## config.mk

```make
export PLATFORM = sky130hd
export DESIGN_NAME = text_console_formatter
export DESIGN_NICKNAME = d
export VERILOG_FILES = /design/src/hdl/tcf_pkg.sv /design/src/hdl/tcf_front.sv /design/src/hdl/tcf_queue.sv /design/src/hdl/tcf_back.sv /design/src/hdl/text_console_formatter.sv
export VERILOG_INCLUDE_DIRS = /design/src /design/src/hdl
export SDC_FILE = /design/constraint.sdc
export NUM_CORES = 1
export LEC_CHECK = 0
export ABC_AREA = 1
export BUFFER_PORTS_ARGS = -buffer_cell sky130_fd_sc_hd__buf_2
export CAP_MARGIN = 5
export CORE_ASPECT_RATIO = 1.25
export CORE_UTILIZATION = 42
export DETAILED_ROUTE_END_ITERATION = 6
export PLACE_DENSITY = 0.7
export SLEW_MARGIN = 20
export SYNTH_ARGS = -nofsm -noshare
export SYNTH_HDL_FRONTEND = slang
export SYNTH_SLANG_ARGS = --single-unit
```

## constraint.sdc

```tcl
create_clock -name clock -period 7.7 [get_ports clock]
set_input_delay 1.155 -clock clock [delete_from_list [all_inputs] [get_ports clock]]
set_output_delay 1.155 -clock clock [all_outputs]
set_load 0.05 [all_outputs]
```

## src/hdl/text_console_formatter_defines.svh

```systemverilog
// ----------------------------------------------------------------------------
// text console formatter assertion macros
// shared checks for clocked properties on the clock and reset of the block
// ----------------------------------------------------------------------------
`ifndef TEXT_CONSOLE_FORMATTER_DEFINES_SVH
`define TEXT_CONSOLE_FORMATTER_DEFINES_SVH

// checked outside reset
`define TCF_ASSERT(lbl, prop, msg) \
   lbl: assert property (@(posedge clock) disable iff (reset) prop) else $error(msg);

// checked on every edge, reset included
`define TCF_ASSERT_ALWAYS(lbl, prop, msg) \
   lbl: assert property (@(posedge clock) prop) else $error(msg);

`endif

```

## src/hdl/tcf_pkg.sv

```systemverilog
// ----------------------------------------------------------------------------
// tcf_pkg
// types and constants shared by the text console formatter modules
// ----------------------------------------------------------------------------
`default_nettype none

package tcf_pkg;

   typedef enum logic [1:0] {
      JOB_CHAR,
      JOB_HEX,
      JOB_NULL
   } job_kind_type;

   typedef struct packed {
      job_kind_type kind;
      logic [7:0]   chr;
      logic [63:0]  arg;
   } job_type;

   localparam int REQ_TDATA_W = 72;
   localparam int RSP_TDATA_W = 40;
   localparam int RSP_TUSER_W = 2;
   localparam int CSR_INDEX_W = 1;
   localparam int CSR_DATA_W  = 16;

   localparam logic [CSR_INDEX_W-1:0] CSR_TEXT_COLOR    = 1'd0;
   localparam logic [CSR_INDEX_W-1:0] CSR_SERIAL_ENABLE = 1'd1;

   localparam logic [15:0] TEXT_COLOR_RESET = 16'h0700;

   localparam logic [7:0] CH_PERCENT  = 8'h25;
   localparam logic [7:0] CH_LOWER_X  = 8'h78;
   localparam logic [7:0] CH_LOWER_S  = 8'h73;
   localparam logic [7:0] CH_QUESTION = 8'h3F;
   localparam logic [7:0] CH_ZERO     = 8'h30;
   localparam logic [7:0] CH_NEWLINE  = 8'h0A;

   localparam int CNT_W = 5;
   localparam logic [CNT_W-1:0] HEX_LAST  = 5'd17;
   localparam logic [CNT_W-1:0] NULL_LAST = 5'd5;

   localparam int QUEUE_DEPTH = 4;
   localparam int QPTR_W      = 2;

   function automatic logic [7:0] hex_char(input logic [3:0] nibble);
      logic [7:0] code;
      begin
         if (nibble < 4'd10) begin
            code = 8'h30 + {4'd0, nibble};
         end else begin
            code = 8'h37 + {4'd0, nibble};
         end
         return code;
      end
   endfunction

   function automatic logic [7:0] null_char(input logic [2:0] idx);
      logic [7:0] code;
      begin
         case (idx)
            3'd0: code = 8'h28;
            3'd1: code = 8'h6E;
            3'd2: code = 8'h75;
            3'd3: code = 8'h6C;
            3'd4: code = 8'h6C;
            3'd5: code = 8'h29;
            default: code = 8'h00;
         endcase
         return code;
      end
   endfunction

endpackage

`default_nettype wire

```

## src/hdl/tcf_front.sv

```systemverilog
// ----------------------------------------------------------------------------
// tcf_front
// accepts input beats, tracks a pending percent and turns each item that
// prints into a print job for the queue
// ----------------------------------------------------------------------------
`default_nettype none

module tcf_front
   import tcf_pkg::*;
(
   input  wire logic                   clock,
   input  wire logic                   reset,
   input  wire logic                   req_tvalid,
   output logic                        req_tready,
   input  wire logic [REQ_TDATA_W-1:0] req_tdata,   // format_char, arg_value
   input  wire logic                   req_tuser,   // mode
   input  wire logic                   q_full,
   output logic                        q_push,
   output job_type                     q_job
);

   logic       pending_ff;
   logic       pending_in;
   logic       has_job;
   logic [7:0] chr;
   logic [63:0] arg;
   logic       accept;

   assign chr        = req_tdata[7:0];
   assign arg        = req_tdata[71:8];
   assign req_tready = !q_full;
   assign accept     = req_tvalid && req_tready;
   assign q_push     = accept && has_job;

   always_comb begin
      has_job      = 1'b1;
      pending_in   = pending_ff;
      q_job.kind   = JOB_CHAR;
      q_job.chr    = chr;
      q_job.arg    = arg;
      if (req_tuser) begin
         has_job = 1'b1;
      end else if (!pending_ff) begin
         if (chr == CH_PERCENT) begin
            has_job    = 1'b0;
            pending_in = accept ? 1'b1 : pending_ff;
         end
      end else begin
         pending_in = accept ? 1'b0 : pending_ff;
         case (chr)
            CH_LOWER_X: begin
               q_job.kind = JOB_HEX;
            end
            CH_PERCENT: begin
               q_job.chr = CH_PERCENT;
            end
            CH_LOWER_S: begin
               q_job.kind = JOB_NULL;
               has_job    = (arg == 64'd0);
            end
            default: begin
               q_job.chr = CH_QUESTION;
            end
         endcase
      end
   end

   always_ff @(posedge clock) begin
      if (reset) begin
         pending_ff <= 1'b0;
      end else begin
         pending_ff <= pending_in;
      end
   end

endmodule

`default_nettype wire

```

## src/hdl/tcf_queue.sv

```systemverilog
// ----------------------------------------------------------------------------
// tcf_queue
// small job fifo between the front and the back
// ----------------------------------------------------------------------------
`default_nettype none

module tcf_queue
   import tcf_pkg::*;
(
   input  wire logic    clock,
   input  wire logic    reset,
   input  wire logic    push,
   input  wire job_type push_job,
   output logic         full,
   input  wire logic    pop,
   output logic         empty,
   output job_type      head_job
);

   job_type             mem_ff [QUEUE_DEPTH];
   logic [QPTR_W-1:0]   wr_ptr_ff;
   logic [QPTR_W-1:0]   rd_ptr_ff;
   logic [QPTR_W:0]     count_ff;
   logic [QPTR_W:0]     count_in;

   assign full     = (count_ff == (QPTR_W+1)'(QUEUE_DEPTH));
   assign empty    = (count_ff == '0);
   assign head_job = mem_ff[rd_ptr_ff];

   always_comb begin
      count_in = count_ff;
      if (push && !pop) begin
         count_in = count_ff + 1'b1;
      end else if (pop && !push) begin
         count_in = count_ff - 1'b1;
      end
   end

   always_ff @(posedge clock) begin
      if (push) begin
         mem_ff[wr_ptr_ff] <= push_job;
      end
   end

   always_ff @(posedge clock) begin
      if (reset) begin
         wr_ptr_ff <= '0;
         rd_ptr_ff <= '0;
         count_ff  <= '0;
      end else begin
         if (push) begin
            wr_ptr_ff <= wr_ptr_ff + 1'b1;
         end
         if (pop) begin
            rd_ptr_ff <= rd_ptr_ff + 1'b1;
         end
         count_ff <= count_in;
      end
   end

endmodule

`default_nettype wire

```

## src/hdl/tcf_back.sv

```systemverilog
// ----------------------------------------------------------------------------
// tcf_back
// runs print jobs one character per cycle while the result channel is not
// stalled, keeps the cursor and drives the registered result channel
// ----------------------------------------------------------------------------
`default_nettype none

module tcf_back
   import tcf_pkg::*;
#(
   parameter int COLUMNS = 80,
   parameter int ROWS    = 25
)
(
   input  wire logic                   clock,
   input  wire logic                   reset,
   input  wire logic                   job_valid,
   input  wire job_type                job,
   output logic                        job_pop,
   input  wire logic [15:0]            text_color,
   input  wire logic                   serial_enable,
   output logic                        rsp_tvalid,
   input  wire logic                   rsp_tready,
   output logic [RSP_TDATA_W-1:0]      rsp_tdata,  // cell_index, cell_data, serial_char
   output logic [RSP_TUSER_W-1:0]      rsp_tuser,  // cell_write, serial_valid
   output logic                        rsp_tlast
);

   localparam int COL_W  = $clog2(COLUMNS + 1);
   localparam int ROW_W  = $clog2(ROWS + 1);
   localparam int BASE_W = $clog2(COLUMNS * ROWS + 1);
   localparam int SUM_W  = (BASE_W > 11) ? BASE_W : 11;

   logic               active_ff, active_in;
   job_kind_type       kind_ff, kind_in;
   logic [7:0]         chr_ff, chr_in;
   logic [63:0]        arg_ff, arg_in;
   logic [CNT_W-1:0]   cnt_ff, cnt_in;
   logic [COL_W-1:0]   col_ff, col_in;
   logic [ROW_W-1:0]   row_ff, row_in;
   logic [BASE_W-1:0]  base_ff, base_in;

   logic               out_valid_ff, out_valid_in;
   logic               out_write_ff, out_write_in;
   logic [10:0]        out_index_ff, out_index_in;
   logic [15:0]        out_data_ff, out_data_in;
   logic               out_sv_ff, out_sv_in;
   logic [7:0]         out_sc_ff, out_sc_in;
   logic               out_last_ff, out_last_in;

   logic               advance;
   logic               emit;
   logic [7:0]         cur_ch;
   logic               is_last;
   logic               is_newline;
   logic [COL_W-1:0]   col_plus;
   logic               wrap;
   logic [SUM_W-1:0]   index_sum;

   assign advance    = !out_valid_ff || rsp_tready;
   assign emit       = active_ff && advance;
   assign job_pop    = job_valid && (!active_ff || (emit && is_last));
   assign is_newline = (cur_ch == CH_NEWLINE);
   assign col_plus   = col_ff + 1'b1;
   assign wrap       = is_newline || (col_plus == COL_W'(COLUMNS));
   assign index_sum  = SUM_W'(base_ff) + SUM_W'(col_ff);

   always_comb begin
      cur_ch  = chr_ff;
      is_last = 1'b1;
      case (kind_ff)
         JOB_CHAR: begin
            cur_ch  = chr_ff;
            is_last = 1'b1;
         end
         JOB_HEX: begin
            if (cnt_ff == 5'd0) begin
               cur_ch = CH_ZERO;
            end else if (cnt_ff == 5'd1) begin
               cur_ch = CH_LOWER_X;
            end else begin
               cur_ch = hex_char(arg_ff[63:60]);
            end
            is_last = (cnt_ff == HEX_LAST);
         end
         JOB_NULL: begin
            cur_ch  = null_char(cnt_ff[2:0]);
            is_last = (cnt_ff == NULL_LAST);
         end
         default: begin
            cur_ch  = 8'd0;
            is_last = 1'b1;
         end
      endcase
   end

   // job sequencing
   always_comb begin
      active_in = active_ff;
      kind_in   = kind_ff;
      chr_in    = chr_ff;
      arg_in    = arg_ff;
      cnt_in    = cnt_ff;
      if (job_pop) begin
         active_in = 1'b1;
         kind_in   = job.kind;
         chr_in    = job.chr;
         arg_in    = job.arg;
         cnt_in    = '0;
      end else if (emit) begin
         if (is_last) begin
            active_in = 1'b0;
         end else begin
            cnt_in = cnt_ff + 1'b1;
            if (kind_ff == JOB_HEX && cnt_ff > 5'd1) begin
               arg_in = {arg_ff[59:0], 4'd0};
            end
         end
      end
   end

   // cursor
   always_comb begin
      col_in  = col_ff;
      row_in  = row_ff;
      base_in = base_ff;
      if (emit) begin
         if (wrap) begin
            col_in = '0;
            if (row_ff != ROW_W'(ROWS - 1)) begin
               row_in  = row_ff + 1'b1;
               base_in = base_ff + BASE_W'(COLUMNS);
            end
         end else begin
            col_in = col_plus;
         end
      end
   end

   // output register
   always_comb begin
      out_valid_in = out_valid_ff;
      out_write_in = out_write_ff;
      out_index_in = out_index_ff;
      out_data_in  = out_data_ff;
      out_sv_in    = out_sv_ff;
      out_sc_in    = out_sc_ff;
      out_last_in  = out_last_ff;
      if (emit) begin
         out_valid_in = 1'b1;
         out_write_in = !is_newline;
         out_index_in = is_newline ? 11'd0 : index_sum[10:0];
         out_data_in  = is_newline ? 16'd0 : ({8'd0, cur_ch} | text_color);
         out_sv_in    = serial_enable;
         out_sc_in    = serial_enable ? cur_ch : 8'd0;
         out_last_in  = is_last;
      end else if (rsp_tready) begin
         out_valid_in = 1'b0;
      end
   end

   always_ff @(posedge clock) begin
      if (reset) begin
         active_ff    <= 1'b0;
         col_ff       <= '0;
         row_ff       <= '0;
         base_ff      <= '0;
         out_valid_ff <= 1'b0;
      end else begin
         active_ff    <= active_in;
         col_ff       <= col_in;
         row_ff       <= row_in;
         base_ff      <= base_in;
         out_valid_ff <= out_valid_in;
      end
   end

   always_ff @(posedge clock) begin
      kind_ff      <= kind_in;
      chr_ff       <= chr_in;
      arg_ff       <= arg_in;
      cnt_ff       <= cnt_in;
      out_write_ff <= out_write_in;
      out_index_ff <= out_index_in;
      out_data_ff  <= out_data_in;
      out_sv_ff    <= out_sv_in;
      out_sc_ff    <= out_sc_in;
      out_last_ff  <= out_last_in;
   end

   assign rsp_tvalid = out_valid_ff;
   assign rsp_tdata  = {5'd0, out_sc_ff, out_data_ff, out_index_ff};
   assign rsp_tuser  = {out_sv_ff, out_write_ff};
   assign rsp_tlast  = out_last_ff;

endmodule

`default_nettype wire

```

## src/hdl/text_console_formatter.sv

```systemverilog
// ----------------------------------------------------------------------------
// text_console_formatter
// Text console with printf-style conversions. The front accepts one item per
// cycle while its four-entry job queue has room; the back sends one result
// beat per cycle, unless the result channel stalls, through a single output
// register. A %x item yields 18 beats, a %s with a zero argument 6, a '%'
// that opens a conversion or a %s with a nonzero argument none, every other
// item one. Sustained rate is therefore set by the back's one character per
// cycle. Configuration writes take effect on the next cycle and are meant
// for idle periods.
// ----------------------------------------------------------------------------
`default_nettype none

`include "text_console_formatter_defines.svh"

module text_console_formatter
   import tcf_pkg::*;
#(
   parameter int COLUMNS = 80,
   parameter int ROWS    = 25
)
(
   input  wire logic                   clock,
   input  wire logic                   reset,
   input  wire logic                   csr_we,
   input  wire logic [CSR_INDEX_W-1:0] csr_index,
   input  wire logic [CSR_DATA_W-1:0]  csr_wdata,
   input  wire logic                   req_tvalid,
   output logic                        req_tready,
   input  wire logic [REQ_TDATA_W-1:0] req_tdata,  // format_char, arg_value
   input  wire logic                   req_tuser,  // mode
   output logic                        rsp_tvalid,
   input  wire logic                   rsp_tready,
   output logic [RSP_TDATA_W-1:0]      rsp_tdata,  // cell_index, cell_data, serial_char
   output logic [RSP_TUSER_W-1:0]      rsp_tuser,  // cell_write, serial_valid
   output logic                        rsp_tlast
);

   logic [15:0] text_color_ff;
   logic        serial_enable_ff;

   logic        q_push;
   logic        q_full;
   logic        q_pop;
   logic        q_empty;
   job_type     q_in_job;
   job_type     q_head_job;

   always_ff @(posedge clock) begin
      if (reset) begin
         text_color_ff    <= TEXT_COLOR_RESET;
         serial_enable_ff <= 1'b0;
      end else if (csr_we) begin
         case (csr_index)
            CSR_TEXT_COLOR:    text_color_ff    <= csr_wdata;
            CSR_SERIAL_ENABLE: serial_enable_ff <= csr_wdata[0];
            default: begin
               text_color_ff <= text_color_ff;
            end
         endcase
      end
   end

   tcf_front u_front (
      .clock      (clock),
      .reset      (reset),
      .req_tvalid (req_tvalid),
      .req_tready (req_tready),
      .req_tdata  (req_tdata),
      .req_tuser  (req_tuser),
      .q_full     (q_full),
      .q_push     (q_push),
      .q_job      (q_in_job)
   );

   tcf_queue u_queue (
      .clock    (clock),
      .reset    (reset),
      .push     (q_push),
      .push_job (q_in_job),
      .full     (q_full),
      .pop      (q_pop),
      .empty    (q_empty),
      .head_job (q_head_job)
   );

   tcf_back #(
      .COLUMNS (COLUMNS),
      .ROWS    (ROWS)
   ) u_back (
      .clock         (clock),
      .reset         (reset),
      .job_valid     (!q_empty),
      .job           (q_head_job),
      .job_pop       (q_pop),
      .text_color    (text_color_ff),
      .serial_enable (serial_enable_ff),
      .rsp_tvalid    (rsp_tvalid),
      .rsp_tready    (rsp_tready),
      .rsp_tdata     (rsp_tdata),
      .rsp_tuser     (rsp_tuser),
      .rsp_tlast     (rsp_tlast)
   );

   `TCF_ASSERT(a_queue_no_overflow, !(q_push && q_full), "job pushed into full queue")
   `TCF_ASSERT(a_queue_no_underflow, !(q_pop && q_empty), "job popped from empty queue")
   `TCF_ASSERT_ALWAYS(a_idle_after_reset, $past(reset) |-> !rsp_tvalid, "result valid after reset")

endmodule

`default_nettype wire
```

Word-level counts from Yosys, hierarchy flattened
Memories as Yosys holds them, arrays and structs flattened. A register that Yosys moved wholly into a read port is not among the register bits.
Cells that the tools add are included.
{ "totals": {"reg_bits": 167, "input_bits": 95, "latch_bits": 0, "ramBits": 296, "rom_bits": 0, "wordCells": 126, "output_inout_bits": 45, "memories": 1} }
{ "classes": {"bitwise": 3, "div": 0, "order_cmp": 2, "shifts": 0, "multipliers": 0, "eq_ne": 18, "addsub": 11, "muxes": 34, "reduce_logical": 36} }
{ "memory_table": {"columns": ["memory", "words", "word_bits", "rd", "rd_ports_with_merged_regs", "wr", "line_no", "rtl"], "rows": [
  ["u_queue.mem_ff", 4, 74, 1, 1, 1, "tcf_queue.sv:20", "job_type mem_ff [QUEUE_DEPTH];"]
]} }
{ "ops": {"columns": ["operator", "n"], "rows": [
  ["$mux 64", 4],
  ["$logic_not 64->1", 1],
  ["$pmux 7 s5", 1],
  ["$mux 8", 3],
  ["$pmux 8 s3", 1],
  ["$mux 10", 2],
  ["$eq 8x7->1 const B", 2],
  ["$or 8x16->16", 1],
  ["$pmux 8 s2", 1],
  ["$mux 1", 15],
  ["$add 6x4->7 const A", 2],
  ["$add 11x7->11", 1],
  ["$add 11x7->11 const B", 1],
  ["$add 5x1->5 const B", 2],
  ["$reduce_bool 2->1", 5],
  ["$eq 3x3->1 const B", 3],
  ["$eq 8x4->1 const B", 1],
  ["$eq 8x6->1 const B", 1],
  ["$logic_and 1x1->1", 8],
  ["$reduce_and 2->1", 4],
  ["$add 7x1->7 const B", 1],
  ["$eq 7x7->1 const B", 1],
  ["$logic_not 1->1", 7],
  ["$mux 7", 1],
  ["25 further kinds", 35]
]} }

Longest topological paths before layout
Gate-level depths: netlist of run 1.
{ "depth": {"word_depth": 9, "depth_mapped": 18, "mapped_depth_nobuf": 18} }

Cells and area by module
A second synthesis of run 1 with hierarchy kept.
{ "hier_totals": {"cells_unflattened": 1768, "hier_area_um2": 19636.3} }
{ "modules_own_cells": {"columns": ["mod", "area_per_inst_um2", "n_inst", "cells_each"], "rows": [
  ["tcf_queue", 11403.4, 1, 774],
  ["tcf_back", 6552.5, 1, 716],
  ["tcf_front", 953.4, 1, 172],
  ["text_console_formatter", 726.9, 1, 106]
]} }

Least setup slack after synthesis of run 1
OpenSTA, ideal clock, no wires.
{ "synth_path": {"kind": "input port to flip-flop", "from": "input port rsp_tready", "to": "register u_back.arg_ff[0] (enable)", "t_arrival_ns": 6.325, "slack_ns": 0.800, "cell_stages": 7, "path_cell_list": "inv_1 nand2_1 nand2_1 clkbuf_1 nor2_1 inv_1 o21ai_0"} }
{ "synth_via": {"elab_chain_cells": 7, "word_cells_on_any_way": 9, "cone_classes": "eq/ne (1); reduce/logical (8)"} }
{ "synth_lines": {"columns": ["element", "line_no", "rtl"], "rows": [
  ["start: declaration", "text_console_formatter.sv:33", "input wire logic rsp_tready,"],
  ["$logic_or 1x1->1 (*)", "tcf_back.sv:60", "assign advance = !out_valid_ff || rsp_tready;"],
  ["$logic_and 1x1->1 (*)", "tcf_back.sv:61", "assign emit = active_ff && advance;"],
  ["$logic_and 1x1->1", "tcf_back.sv:62", "assign job_pop = job_valid && (!active_ff || (emit && is_last));"],
  ["$logic_or 1x1->1", "tcf_back.sv:62", null],
  ["$logic_and 1x1->1", "tcf_back.sv:62", null],
  ["$ne 2x2->1 (no line) or $reduce_bool 2->1 (tied branches)", null, null],
  ["$reduce_and 3->1 (no line) (*)", null, null],
  ["end signal: assignment", "tcf_back.sv:181", "arg_ff <= arg_in;"],
  ["end: declaration", "tcf_back.sv:37", "logic [63:0] arg_ff, arg_in;"]
]} }
Every way passes the cells marked *; elsewhere a longest branch is shown, timed or not.
A chain may end at the register's enable or synchronous reset.

Worst setup path in the final report of run 1
{ "layout_path": {"from": "input port req_tdata[33]", "to": "memory u_queue.mem_ff[1][13] (netlist name) (enable)"} }
{ "layout_via": {"elab_chain_cells": 7} }
{ "layout_lines": {"columns": ["element", "line_no", "rtl"], "rows": [
  ["start: declaration", "text_console_formatter.sv:30", "input wire logic [REQ_TDATA_W-1:0] req_tdata,"],
  ["$logic_not 64->1", "tcf_front.sv:59", "has_job = (arg == 64'd0);"],
  ["$mux 1", "tcf_front.sv:50", "case (chr)"],
  ["$mux 1", "tcf_front.sv:43", "end else if (!pending_ff) begin"],
  ["$mux 1", "tcf_front.sv:41", "if (req_tuser) begin"],
  ["$logic_and 1x1->1", "tcf_front.sv:33", "assign q_push = accept && has_job;"],
  ["$mux 1", "tcf_queue.sv:40", "if (push) begin"],
  ["$mux 1 (implied by the code)", "tcf_queue.sv:41", "mem_ff[wr_ptr_ff] <= push_job;"],
  ["end: declaration", "tcf_queue.sv:20", null]
]} }
No other way between the ends.

==> results.sh, run 1 <==
export IMPL_io_pins=140
export IMPL_grt_pass1_vias=12200
export IMPL_post_dp_cell_area_um2=19900
export IMPL_maxSlewViolCount=0
export IMPL_die_area_um2=45500
export IMPL_clkLatencyLatePin_ns=0.58
export IMPL_hp_start="serial_enable_ff"
export IMPL_fin_tns_setup_ns=0
export IMPL_drt_wl_total_mm=40.1
export IMPL_initial_core_util_pct=42.5
export IMPL_synth_top_family_by_area="simple AND/OR/NAND/NOR gates"
export IMPL_track_usage_pct=17.7
export IMPL_grt_pass1_wl_mm=63.3
export IMPL_timing_fmax_mhz=241
export IMPL_cts_resized=0
export IMPL_rr_endpoint="u_back.arg_ff[30]"
export IMPL_grt_ovfl_total=0
export IMPL_cts_hold_buf=0
export IMPL_worstMarginPinSlew_ns=1.04
export IMPL_numPortBuffers=134
export IMPL_final_seq_area_um2=13300
export IMPL_crit_required_ns=7.89
export IMPL_crit_chain="buf_2 -> nor2_1 -> nand2_1 -> nor2_1 -> nand2_1 -> nor3_1 -> nand2_1 -> nand2_1 -> nand2_1 -> o211ai_1 -> nand2_1 -> nor2_4 -> buf_4"
export IMPL_reg2reg_from="u_back.kind_ff[0]"
export IMPL_die_h_um=238
export IMPL_antenna_left=0
export IMPL_htreeDepth=2
export IMPL_p_sw_share_pct=35.0
export IMPL_cts_root_buf="clkbuf_16"
export IMPL_fin_nets=1878
export IMPL_irDropWorstVdd_v=0.000254
export IMPL_ys_seq_area_share_pct=71.0
export IMPL_ys_warn_count=0
export IMPL_setup_ws_ns=3.55
export IMPL_synth_simple_gate_area_share_pct=14.1
export IMPL_routed_wl_met2_mm=20.1
export IMPL_p_total_w=0.00807
export IMPL_endpoint_kind="flop"
export IMPL_syn_area_um2=18800
export IMPL_clkPwrFrac_pct=26.7
export IMPL_cts_sinks=461
export IMPL_multiInputGateArea_um2=4780
export IMPL_placedCellCount=2285
export IMPL_powerDensity_nw_per_um2=377
export IMPL_clock_skew_ns=0.0311
export IMPL_grt_max_degree=107
export IMPL_fillerInstances=3853
export IMPL_p_leak_nw=7.74
export IMPL_vias=12300
export IMPL_cts_clk_slew_worst_paths_ns=0.06
export IMPL_p_sw_w=0.00282
export IMPL_reg2reg_depth=13
export IMPL_hold_path_depth=0
export IMPL_synth_compound_area_share_pct=8.87
export IMPL_avgSynthCellArea_um2=11.4
export IMPL_final_area_um2=21400
export IMPL_p_comb_share_pct=28.4
export IMPL_crit_top_cell="nand2_1"
export IMPL_final_cell_count_no_fill=2364
export IMPL_seq_power_share_pct=44.9
export IMPL_dpl_hpwl_mm=23.6
export IMPL_layout_common_cells="457 x nor2_1, 408 x edfxtp_1, 175 x o21ai_0"
export IMPL_synth_mux_area_share_pct=0.0534
export IMPL_internal_power_w=0.00525
export IMPL_coreArea_um2=44100
export IMPL_wl_met1_mm=16.6
export IMPL_hp_class="flop to flop"
export IMPL_ys_types=42
export IMPL_first_iter_violations=840
export IMPL_worstPathMaxFanout=45
export IMPL_post_route_min_period_ns=4.15
export IMPL_crit_path_start_kind="input port"
export IMPL_async_reset_ff_share_pct=0
export IMPL_drive_gt1_share_pct=13.6
export IMPL_synth_main_ff_cell="edfxtp_1"
export IMPL_rrSetupSlack_ns=4.07
export IMPL_pre_cts_slack_ns=2.89
export IMPL_hold_path_end="u_back.out_sv_ff"
export IMPL_final_common_cell="nor2_1"
export IMPL_wire_per_inst_um=16.9
export IMPL_outcome="complete, no violations"
export IMPL_top_layer_used="met5"
export IMPL_rows=86
export IMPL_antennaDiodeCount=0
export IMPL_viasPerCell=5.20
export IMPL_hold_violations=0
export IMPL_cts_buffers=45
export IMPL_dr_pass1_iters=5
export IMPL_drcViolationCount=0
export IMPL_cp_arrival_ns=4.35
export IMPL_rsz0062_at_grt="false"
export IMPL_gp_congestion=0.833
export IMPL_finalCritPeriodShare_pct=53.9
export IMPL_max_cap_violations=0
export IMPL_startpoint="req_tdata[33]"
export IMPL_synth_edff_count=408
export IMPL_crit_path_top_delay_cell="nor2_4"
export IMPL_die_width_um=191
export IMPL_syn_to_final_growth_pct=14.0
export IMPL_clk_path_buf_depth=3
export IMPL_synthXorXnorAreaFrac_pct=0.560
export IMPL_ys_ff_latch=461
export IMPL_critPathMaxStageDelay_ns=0.86
export IMPL_synth_adder_area_share_pct=1.61
export IMPL_setup_viol=0
export IMPL_cts_tree="done"
export IMPL_critPathKind="input port to flop"
export IMPL_wl_met3_mm=2.19
export IMPL_max_slew_margin_pct=30.7
export IMPL_synthCells=1645
export IMPL_grt_antenna_before_repair=5
export IMPL_post_cts_setup_buffers=0
[state kept, by name, indices dropped and copies added, names as in the netlist, named ones only]
name,count
u_back.rsp_tlast,1
u_back.col_ff,7
u_back.out_write_ff,1
u_back.active_ff,1
u_back.kind_ff,2
serial_enable_ff,1
u_back.arg_ff,64
u_back.base_ff,7
u_queue.rd_ptr_ff,2
u_back.rsp_tvalid,1
u_queue.mem_ff,296
u_back.out_sv_ff,1
u_back.chr_ff,8
u_back.out_sc_ff,8
u_back.out_data_ff,16
u_back.cnt_ff,5
text_color_ff,16
u_back.row_ff,5
u_front.pending_ff,1
u_back.out_index_ff,11
u_queue.wr_ptr_ff,2
u_queue.count_ff,3
[synthesized netlist by cell type, types with 2 or more instances]
library cell,instances,share of area (%)
nand3_1,25,0.67
o21ai_1,3,0.080
buf_2,11,0.29
buf_4,12,0.48
xor2_1,8,0.37
nor2_2,3,0.10
o21bai_1,2,0.080
nor4_1,2,0.067
nand2_1,134,2.7
nor3_1,10,0.27
clkinv_1,5,0.10
o22ai_1,10,0.33
a21oi_1,47,1.3
inv_1,83,1.7
or2_2,3,0.10
nor2_1,461,9.2
dfxtp_1,53,5.7
o21ai_0,176,4.7
xnor2_1,4,0.19
edfxtp_1,408,65
o211ai_1,4,0.16
inv_2,4,0.080
nand2_2,3,0.10
a31oi_1,61,2.0
fa_1,2,0.21
ha_1,21,1.4
buf_1,14,0.28
nand4_1,19,0.63
clkbuf_1,44,0.88
[through the flow]
step,hold WS (ns),utilization (%)
global route,0.456,48.5
CTS,0.435,48.5
floorplan,0.416,-
finish,0.444,48.5
global placement,0.426,45.2
detailed placement,0.429,45.2
[layout make-up]
class / instances / area share (%)
multi-input cells: 1014 / 22.4
clock buffers: 53 / 5.64
well taps: 572 / 3.35
repair buffers: 146 / 3.57
clock inverters: 26 / 1.16
flip-flops and latches: 461 / 62.3
inverters: 92 / 1.64
[how the worst max path moves through the flow]
stage	endpoint	slack (ns)	cells past startpoint
floorplan	u_back.arg_ff[0]	0.80	7
global placement	u_queue.mem_ff[1][12]	2.94	11
detailed placement	u_queue.mem_ff[1][19]	2.89	11
CTS	u_queue.mem_ff[1][12]	3.50	11
global route	u_queue.mem_ff[1][25]	3.27	13
finish	u_queue.mem_ff[1][13]	3.55	13
[power groups by stage]
stage                     clock network [W]  logic, W  registers, W
after floorplan                           0   0.00146       0.00389
after global placement                    0   0.00225       0.00367
after detailed placement                  0   0.00230       0.00368
after CTS                           0.00221   0.00231       0.00363
after global routing                0.00229   0.00255       0.00367
final                               0.00216   0.00229       0.00362
[per-layer routing]
metal | GRT usage, % | vias up
met4 | 7.13 | 10
met2 | 31.0 | 358
met1 | 21.4 | 5887
met3 | 3.15 | 80
li1 | - | 5948
met5 | 0 | -
[critical path, delay by kind of cell]
family,cells,cell delay [ns]
buffers and inverters,2,0.84
AND/OR/NAND/NOR,10,2.23
AO/OA/AOI/OAI,1,0.09
[kinds of logic (layout without fill, tap and decap cells)]
family / Yosys count / after routing
xor gates and xnor gates: 12 / 12
muxes: 1 / 1
other: 1 / 5
buffers and inverters: 174 / 317
and+or+nand+nor: 665 / 665
adders and majority gates: 23 / 23
DFF: 461 / 461
AOI/OAI and AO/OA: 308 / 308
(Power assumes the default switching activity.)
==> inputs of run 2 (changes only) <==
- ABC_AREA: 1 -> 0
- PLACE_DENSITY: 0.7 -> 0.72
- clock period: 7.7 -> 3.4 ns (I/O delays scaled with it)
==> results.sh, run 2 <==
export IMPL_viasPerCell=5.25
export IMPL_syn_area_um2=18300
export IMPL_cts_root_buf="clkbuf_16"
export IMPL_wire_per_inst_um=19.2
export IMPL_ys_seq_area_share_pct=72.7
export IMPL_rows=85
export IMPL_numPortBuffers=134
export IMPL_io_pins=140
export IMPL_coreArea_um2=43100
export IMPL_ys_warn_count=0
export IMPL_hold_violations=0
export IMPL_synthCells=1050
export IMPL_htreeDepth=2
export IMPL_reg2reg_from="u_back.cnt_ff[1]"
export IMPL_grt_antenna_before_repair=2
export IMPL_max_cap_violations=0
export IMPL_hp_start="req_tdata[57]"
export IMPL_vias=9872
export IMPL_cts_clk_slew_worst_paths_ns=0.06
export IMPL_ys_ff_latch=461
export IMPL_maxSlewViolCount=0
export IMPL_p_leak_nw=7.63
export IMPL_timing_fmax_mhz=311
export IMPL_rrSetupSlack_ns=0.24
export IMPL_pre_cts_slack_ns=-0.543
export IMPL_first_iter_violations=646
export IMPL_endpoint_kind="flop"
export IMPL_dr_pass1_iters=5
export IMPL_post_cts_setup_buffers=0
export IMPL_finish_utilization_pct=51.3
export IMPL_hold_path_depth=1
export IMPL_fin_nets=1397
export IMPL_hold_path_end="u_queue.mem_ff[2][49]"
export IMPL_grt_max_degree=82
export IMPL_reg2reg_depth=9
export IMPL_clk_path_buf_depth=3
export IMPL_netlist_top_cells_count="408 x edfxtp_1, 74 x mux4_2, 64 x mux2_2"
export IMPL_dpl_hpwl_mm=23.2
export IMPL_drt_wl_total_mm=36.2
export IMPL_async_reset_ff_share_pct=0
export IMPL_critPathKind="input port to flop"
export IMPL_clock_skew_ns=0.0186
export IMPL_track_usage_pct=16.5
export IMPL_die_width_um=189
export IMPL_die_area_um2=44500
export IMPL_fin_tns_setup_ns=0
export IMPL_outcome="complete, no violations"
export IMPL_final_area_um2=22100
export IMPL_layout_common_cells="408 x edfxtp_1, 134 x buf_2, 74 x mux4_2"
export IMPL_finalCritPeriodShare_pct=94.6
export IMPL_drive_gt1_share_pct=34.3
export IMPL_max_slew_margin_pct=29.8
export IMPL_drcViolationCount=0
export IMPL_final_common_cell="edfxtp_1"
export IMPL_grt_pass1_vias=10300
export IMPL_cts_hold_buf=0
export IMPL_post_route_min_period_ns=3.21
export IMPL_synth_edff_count=408
export IMPL_hp_class="input port to flop"
export IMPL_grt_pass1_wl_mm=56.8
export IMPL_synth_area_top_cells="edfxtp_1 67%, mux4_2 9.1%, dfxtp_1 5.8%"
export IMPL_initial_core_util_pct=42.5
export IMPL_irDropWorstVdd_v=0.000705
export IMPL_setup_ws_ns=0.185
export IMPL_rr_endpoint="u_back.base_ff[8]"
export IMPL_clkLatencyLatePin_ns=0.57
export IMPL_largest_reg_flops=296
export IMPL_antenna_left=0
export IMPL_post_dp_cell_area_um2=20500
export IMPL_powerDensity_nw_per_um2=829
export IMPL_worstMarginPinSlew_ns=1.05
export IMPL_cp_arrival_ns=3.70
export IMPL_synth_main_ff_cell="edfxtp_1"
export IMPL_reg_top3="u_queue.mem_ff: 296 flops, u_back.arg_ff: 64 flops"
export IMPL_cts_sinks=461
export IMPL_gp_congestion=0.798
export IMPL_crit_path_start_kind="input port"
export IMPL_crit_required_ns=3.89
export IMPL_netlist_area_leader_share_pct=66.9
export IMPL_fillerInstances=3456
export IMPL_synth_most_common_cell="edfxtp_1"
export IMPL_worstPathMaxFanout=5
export IMPL_avgSynthCellArea_um2=17.5
export IMPL_die_h_um=236
export IMPL_synth_area_leader_cell="edfxtp_1"
export IMPL_cts_tree="done"
export IMPL_setup_viol=0
export IMPL_cts_buffers=47
export IMPL_regMostFlops="u_queue.mem_ff"
export IMPL_grt_ovfl_total=0
export IMPL_rsz0062_at_grt="false"
export IMPL_syn_to_final_growth_pct=20.6
export IMPL_ys_types=60
-- run 2: cell count changes in the layout (fill, tap and decap cells not counted), sizes merged, moves of 15 or more --
cell   previous run  this run
nor4              2        17
nor2            464        55
o21ai           180        18
and2              0        26
a31oi            61         4
nand2           138        62
buf             146       225
mux4              0        74
inv              88        24
mux2              0        64
-- run 2: cell type report --
| cell class | instances | area [um2] | share of cell area (%) |
|---|---|---|---|
| multi-input cells | 522 | 4760 | 21.5 |
| diodes | 1 | 2.50 | 0.0113 |
| inverters | 22 | 82.6 | 0.374 |
| clock buffers | 57 | 1250 | 5.68 |
| well taps | 565 | 707 | 3.20 |
| flip-flops and latches | 461 | 13300 | 60.3 |
| clock inverters | 29 | 364 | 1.65 |
| repair buffers | 225 | 1600 | 7.26 |
-- run 2: metrics by stage --
step | hold WS, ns | std cells | total power (W)
global placement | 0.438 | 1795 | 0.0131
CTS | 0.142 | 1881 | 0.0186
finish | 0.174 | 1882 | 0.0183
detailed placement | 0.448 | 1795 | 0.0132
global route | 0.154 | 1881 | 0.0191
floorplan | 0.429 | 1054 | 0.0116
-- run 2: worst max-delay path: stages --
cell     delay, ns
buf_2         0.13
nor4_2        0.34
buf_4         0.20
nand4_1       0.16
or4_1         0.60
a41o_1        0.27
a21oi_1       0.20
ha_1          0.22
inv_1         0.06
fa_1          0.38
xor2_1        0.18
or3_1         0.31
a21oi_1       0.15
-- run 2: logic make-up (layout without fill, tap and decap cells) --
kind of cell             count (synthesis)  count (layout)  share of synthesized area (%)
other                                    1               6                         0.0205
AO/OA/AOI/OAI                           98              98                           3.29
adder cells (fa/ha/maj)                 23              23                           1.65
flip-flops                             461             461                           72.7
XOR/XNOR                                14              14                          0.669
AND/OR/NAND/NOR                        241             241                           6.86
multiplexers                           141             141                           13.2
buffers and inverters                   71             333                           1.66
-- run 2: report_power, final --
part	switching, W	total, W	leakage, nW	internal, W
Combinational	0.00277	0.00488	2.61	0.00211
Sequential	0.000458	0.00815	4.24	0.00769
Clock	0.00211	0.00529	0.784	0.00318
-- run 2: worst max path at each step --
stage,endpoint,from,cells past startpoint
2_1_floorplan,u_queue.mem_ff[0][0],req_tdata[8],6
3_3_place_gp,u_queue.count_ff[2],req_tdata[28],13
3_5_place_dp,u_queue.count_ff[2],req_tdata[28],13
4_1_cts,u_queue.count_ff[2],req_tdata[28],13
5_1_grt,u_queue.count_ff[2],req_tdata[28],13
6_report,u_queue.count_ff[2],req_tdata[28],13
-- run 2: repair_timing --
action	in CTS	in global routing
hold endpoints to repair	0	0
endpoints found under the setup margin	0	1
resized for setup	0	1
-- run 2: per-layer routing --
metal	vias to the layer above	global-route usage, %	part of all wire [%]
li1	4577	-	-
met1	4958	19.3	39
met4	2	5.18	2.2
met2	282	30.4	53
met3	53	2.98	5.2
met5	-	0	0.036
